`src/rtl/scpa_ram.sv`:
```
// Generic single-write, single-read RAM with a registered read port.
// Depends on nothing; used for the free-list link store.
`default_nettype none

module scpa_ram #(
  parameter int unsigned Width = 8,
  parameter int unsigned Depth = 256
) (
  input  wire logic                     clk_i,
  input  wire logic                     we_i,
  input  wire logic [$clog2(Depth)-1:0] waddr_i,
  input  wire logic [Width-1:0]         wdata_i,
  input  wire logic                     re_i,
  input  wire logic [$clog2(Depth)-1:0] raddr_i,
  output logic      [Width-1:0]         rdata_o
);

  logic [Width-1:0] mem_q [Depth];
  logic [Width-1:0] rdata_q;

  // Write port.
  always_ff @(posedge clk_i) begin
    if (we_i) begin
      mem_q[waddr_i] <= wdata_i;
    end
  end

  // Read port; the data holds until the next read.
  always_ff @(posedge clk_i) begin
    if (re_i) begin
      rdata_q <= mem_q[raddr_i];
    end
  end

  assign rdata_o = rdata_q;

endmodule

`default_nettype wire

```
`config.mk`:
```
export PLATFORM = sky130hd
export DESIGN_NAME = scpa_ram
export DESIGN_NICKNAME = d
export VERILOG_FILES = /design/src/rtl/scpa_ram.sv
export SDC_FILE = /design/constraint.sdc
export NUM_CORES = 2
export LEC_CHECK = 0
export BUFFER_PORTS_ARGS = -buffer_cell sky130_fd_sc_hd__buf_4
export CAP_MARGIN = 30
export CORE_UTILIZATION = 35
export CTS_BUF_LIST = sky130_fd_sc_hd__clkbuf_2 sky130_fd_sc_hd__clkbuf_4 sky130_fd_sc_hd__clkbuf_8
export DETAILED_ROUTE_END_ITERATION = 6
export GPL_TIMING_DRIVEN = 0
export HOLD_SLACK_MARGIN = 0.06
export PLACE_DENSITY_LB_ADDON = 0.15
export SLEW_MARGIN = 20
export SYNTH_ARGS = -nofsm -noshare
export SYNTH_HDL_FRONTEND = slang
export SYNTH_SLANG_ARGS = --single-unit
export TNS_END_PERCENT = 1
```
`constraint.sdc`:
```
create_clock -name clk_i -period 7.91 [get_ports clk_i]
set_input_delay 1.582 -clock clk_i [delete_from_list [all_inputs] [get_ports clk_i]]
set_output_delay 1.582 -clock clk_i [all_outputs]
set_load 0.01 [all_outputs]
```
**Yosys cells after proc, flatten, opt, wreduce, memory -nomap -nowiden**

Memories as Yosys holds them, arrays and structs flattened. A register that Yosys moved wholly into a read port is not among the register bits.
Index checks and enable logic that the tools add are counted.

- Register bits after elaboration: 0
- Memories: 1
- RAM bits: 2048
- Input port bits: 27
- Word-level logic and storage cells: 3

Memory list:

| name | words | bits a word | rd ports | clocked after Yosys merged registers in | wr ports | RTL line | text |
|---|---|---|---|---|---|---|---|
| mem_q | 256 | 8 | 1 | 1 | 1 | 18 | `logic [Width-1:0] mem_q [Depth];` |

- Mux-type cells: 2

Operator list:

| operator | number |
|---|---|
| $mux 1 | 2 |

**Longest topological paths before layout**

- Depth in word-level cells: 2
- Depth in mapped cells: 11
- Depth with buffers taken out: 6

**Worst setup path before layout**

Ideal clock, no wire load.

- Path type: input to register
- Start: input raddr_i[0]
- End: register rdata_q[2] (netlist: rdata_o[2]), read port of mem_q (data pin)
- Setup slack: 4.252 ns
- Data arrival time: 3.389 ns
- Stages: 9
- Cells stage by stage: buf_6 buf_12 buf_8 buf_2 mux4_2 a22oi_1 a21oi_1 nor4_1 nor4_2

RTL lines:

| what | RTL line | text |
|---|---|---|
| start, declared | 14 | `input wire logic [$clog2(Depth)-1:0] raddr_i,` |
| end, declared | 19 | `logic [Width-1:0] rdata_q;` |

==> flow_summary.json <==
{
  "drt_first_pass_iters": 6,
  "hold_path_class": "in2reg",
  "rsz0062_at_grt": "false",
  "cp-start-kind": "input port",
  "cts_hold_buf": 0,
  "power.density_nw_per_um2": 249,
  "synth-main-ff-cell": "edfxtp_1",
  "crit_fanout": 10,
  "first_iter_violations": 5526,
  "outcome": "complete, no violations",
  "dp_slack_ps": 1560,
  "arrival_ps": 6130,
  "setup_viol_count_final": 0,
  "synth_top_area_share": 0.775,
  "finalSetupTns_ps": 0,
  "yosysWarnings": 0,
  "synth.area.top_cells": "edfxtp_1 (78%), mux4_2 (13%), mux2i_1 (1.7%), nor2_1 (1.3%), a22oi_1 (1.3%)",
  "cts_setup_buffers": 0,
  "max_cap_viol_count": 0,
  "syn_nets": 3760,
  "slew_viol_final": 0,
  "clockRootBuffer": "clkbuf_8",
  "instances_no_fill": 7470,
  "synth_seq_cells": 2056,
  "area_growth_pct": 15.6,
  "place_inst": 6839,
  "cts_inserted_buffers": 359,
  "grt_pass1_wl_um": 365000,
  "die-width_um": 479,
  "critPathBufInv": 4,
  "grtUsageTotal": 0.236,
  "cpMostUsedCell": "clkbuf_1",
  "async_flop_share": 0,
  "viasPerCell": 5.68,
  "core_um2": 226000,
  "num_io_pins": 35,
  "synth.most_common_cell": "edfxtp_1",
  "antenna_left": 0,
  "syn_inst": 3733,
  "grt_pass1_vias": 41900,
  "min_period_ps": 5430,
  "wl_per_cell_um": 36.5,
  "cts_buffer_depth": 4,
  "die_h_um": 479,
  "synthDistinctLibCells": 54,
  "irDropWorstVdd_mv": 0.176,
  "postSynthAreaPerCell_um2": 21.3,
  "path_class": "in2reg",
  "wl_um": 273000,
  "hold_ws_ps": 936,
  "insertion_delay_ps": 1050,
  "fin_nets": 4258,
  "place_congestion": 0.934,
  "row_count": 174,
  "ys_seq_area_frac": 0.775,
  "critPathSlowestCell": "clkbuf_1",
  "nFillCells": 20200,
  "path_delay_family": "buffers and inverters",
  "critPathMaxStageDelay_ps": 850,
  "cts.clk_slew.worst_paths_ps": 60,
  "end_kind": "register",
  "path_cells": "buf_4 > buf_2 > nor2b_1 > clkbuf_1 > clkbuf_1 > a22oi_1 > a21oi_1 > nor3_1 > nor4_1",
  "final_hold_viol_count": 0,
  "cts_tree": "built",
  "netlist_area_um2": 79600,
  "p_leak_nw": 28.6,
  "dr_total_vias": 42400,
  "htree_levels": 5,
  "synth_top_area_cell": "edfxtp_1",
  "clock_skew_ps": 49.5,
  "cts_resized": 0,
  "synth_common_cells": "edfxtp_1 (2056), mux4_2 (454), nor2_1 (282)",
  "worst_pin_slew_ps": 1110,
  "initial_utilization": 0.353,
  "portBuffers": 27,
  "drive_above_1_share": 0.287,
  "fmax_ghz": 0.184,
  "synth_edf_count": 2056,
  "drc": 0,
  "die_area_um2": 229000,
  "timing.final.crit_share": 0.686,
  "setup_ws_ps": 2480,
  "grt_max_degree": 121,
  "cp.required_ps": 8610,
  "slew-limit-headroom": 0.256,
  "post-dp-hpwl_um": 188000,
  "cts_num_sinks": 2056,
  "antenna_found_initial": 21,
  "grt-ovfl-total": 0
}
-- stage by stage --
step / area [um2] / util / total power, mW
after detailed placement: 85200 / 0.378 / 13.6
final: 92100 / 0.408 / 22.9
after floorplan: 79600 / - / 12.8
after global placement: 83600 / 0.371 / 13.6
after CTS: 91900 / 0.407 / 23.0
after global routing: 92100 / 0.408 / 23.5
-- where the power goes --
part	internal, mW	switching [mW]
Combinational	0.426	0.965
Sequential	12.0	0.0102
Clock	5.11	4.37
Total	17.6	5.34
-- cell families (layout without fill, tap and decap cells) --
kind of cell           Yosys count  in the layout  synth area share
other                            0              8                 0
and+or+nand+nor                466            466            0.0263
muxes                          591            591             0.146
DFF                           2056           2056             0.775
buffers and inverters          235            972            0.0183
AOI/OAI and AO/OA              385            385            0.0342
-- worst paths after layout --
kind | startpoint | end | slack [ps] | depth (start not counted)
worst min register to register | mem_q[74][2]$_DFFE_PP_ | rdata_o[2]$_DFFE_PP_ | 1220 | 5
worst min-delay path | re_i | rdata_o[7]$_DFFE_PP_ | 940 | 1
worst max-delay path | raddr_i[2] | rdata_o[5]$_DFFE_PP_ | 2480 | 9
worst max register to register | mem_q[27][3]$_DFFE_PP_ | rdata_o[3]$_DFFE_PP_ | 4450 | 6
-- flip-flops by register name (all words and copies together), names as in the netlist --
name / cells
rdata_o: 8
mem_q: 2048
-- cell usage in the layout (no fill, tap or decap), types with 31 or more instances in the layout --
cell type and instances:
edfxtp_1 2056, mux4_2 454, clkbuf_8 366, nor2_1 276, mux2i_1 134, a22oi_1 133
clkbuf_4 104, a21oi_1 96, buf_4 92, clkbuf_1 82, clkinv_1 75, o221ai_1 46
buf_2 42, clkinv_2 37, buf_6 36, nand3_1 34, nand2_1 33, buf_16 32
nor2b_1 31, clkbuf_2 31
-- final cells by class --
class	count	area (um2)	area share
multi-input cells	1442	16500	0.179
clock buffers	470	5820	0.0632
flip-flops and latches	2056	61700	0.671
repair buffers	137	1880	0.0204
well taps	2992	3740	0.0407
clock inverters	130	855	0.00928
inverters	2	7.51	0.0000815
plain buffers	233	1500	0.0163
diodes	8	20.0	0.000217
-- routing by layer --
layer  GRT usage  up-vias  wire length, um
li1            -    16800                -
met1       0.325    22900           113000
met2       0.366     2184           127000
met3      0.0533      513            22600
met4      0.0840        8            10100
met5           0        -               48
No activity file was read; power rests on OpenSTA's default activity.
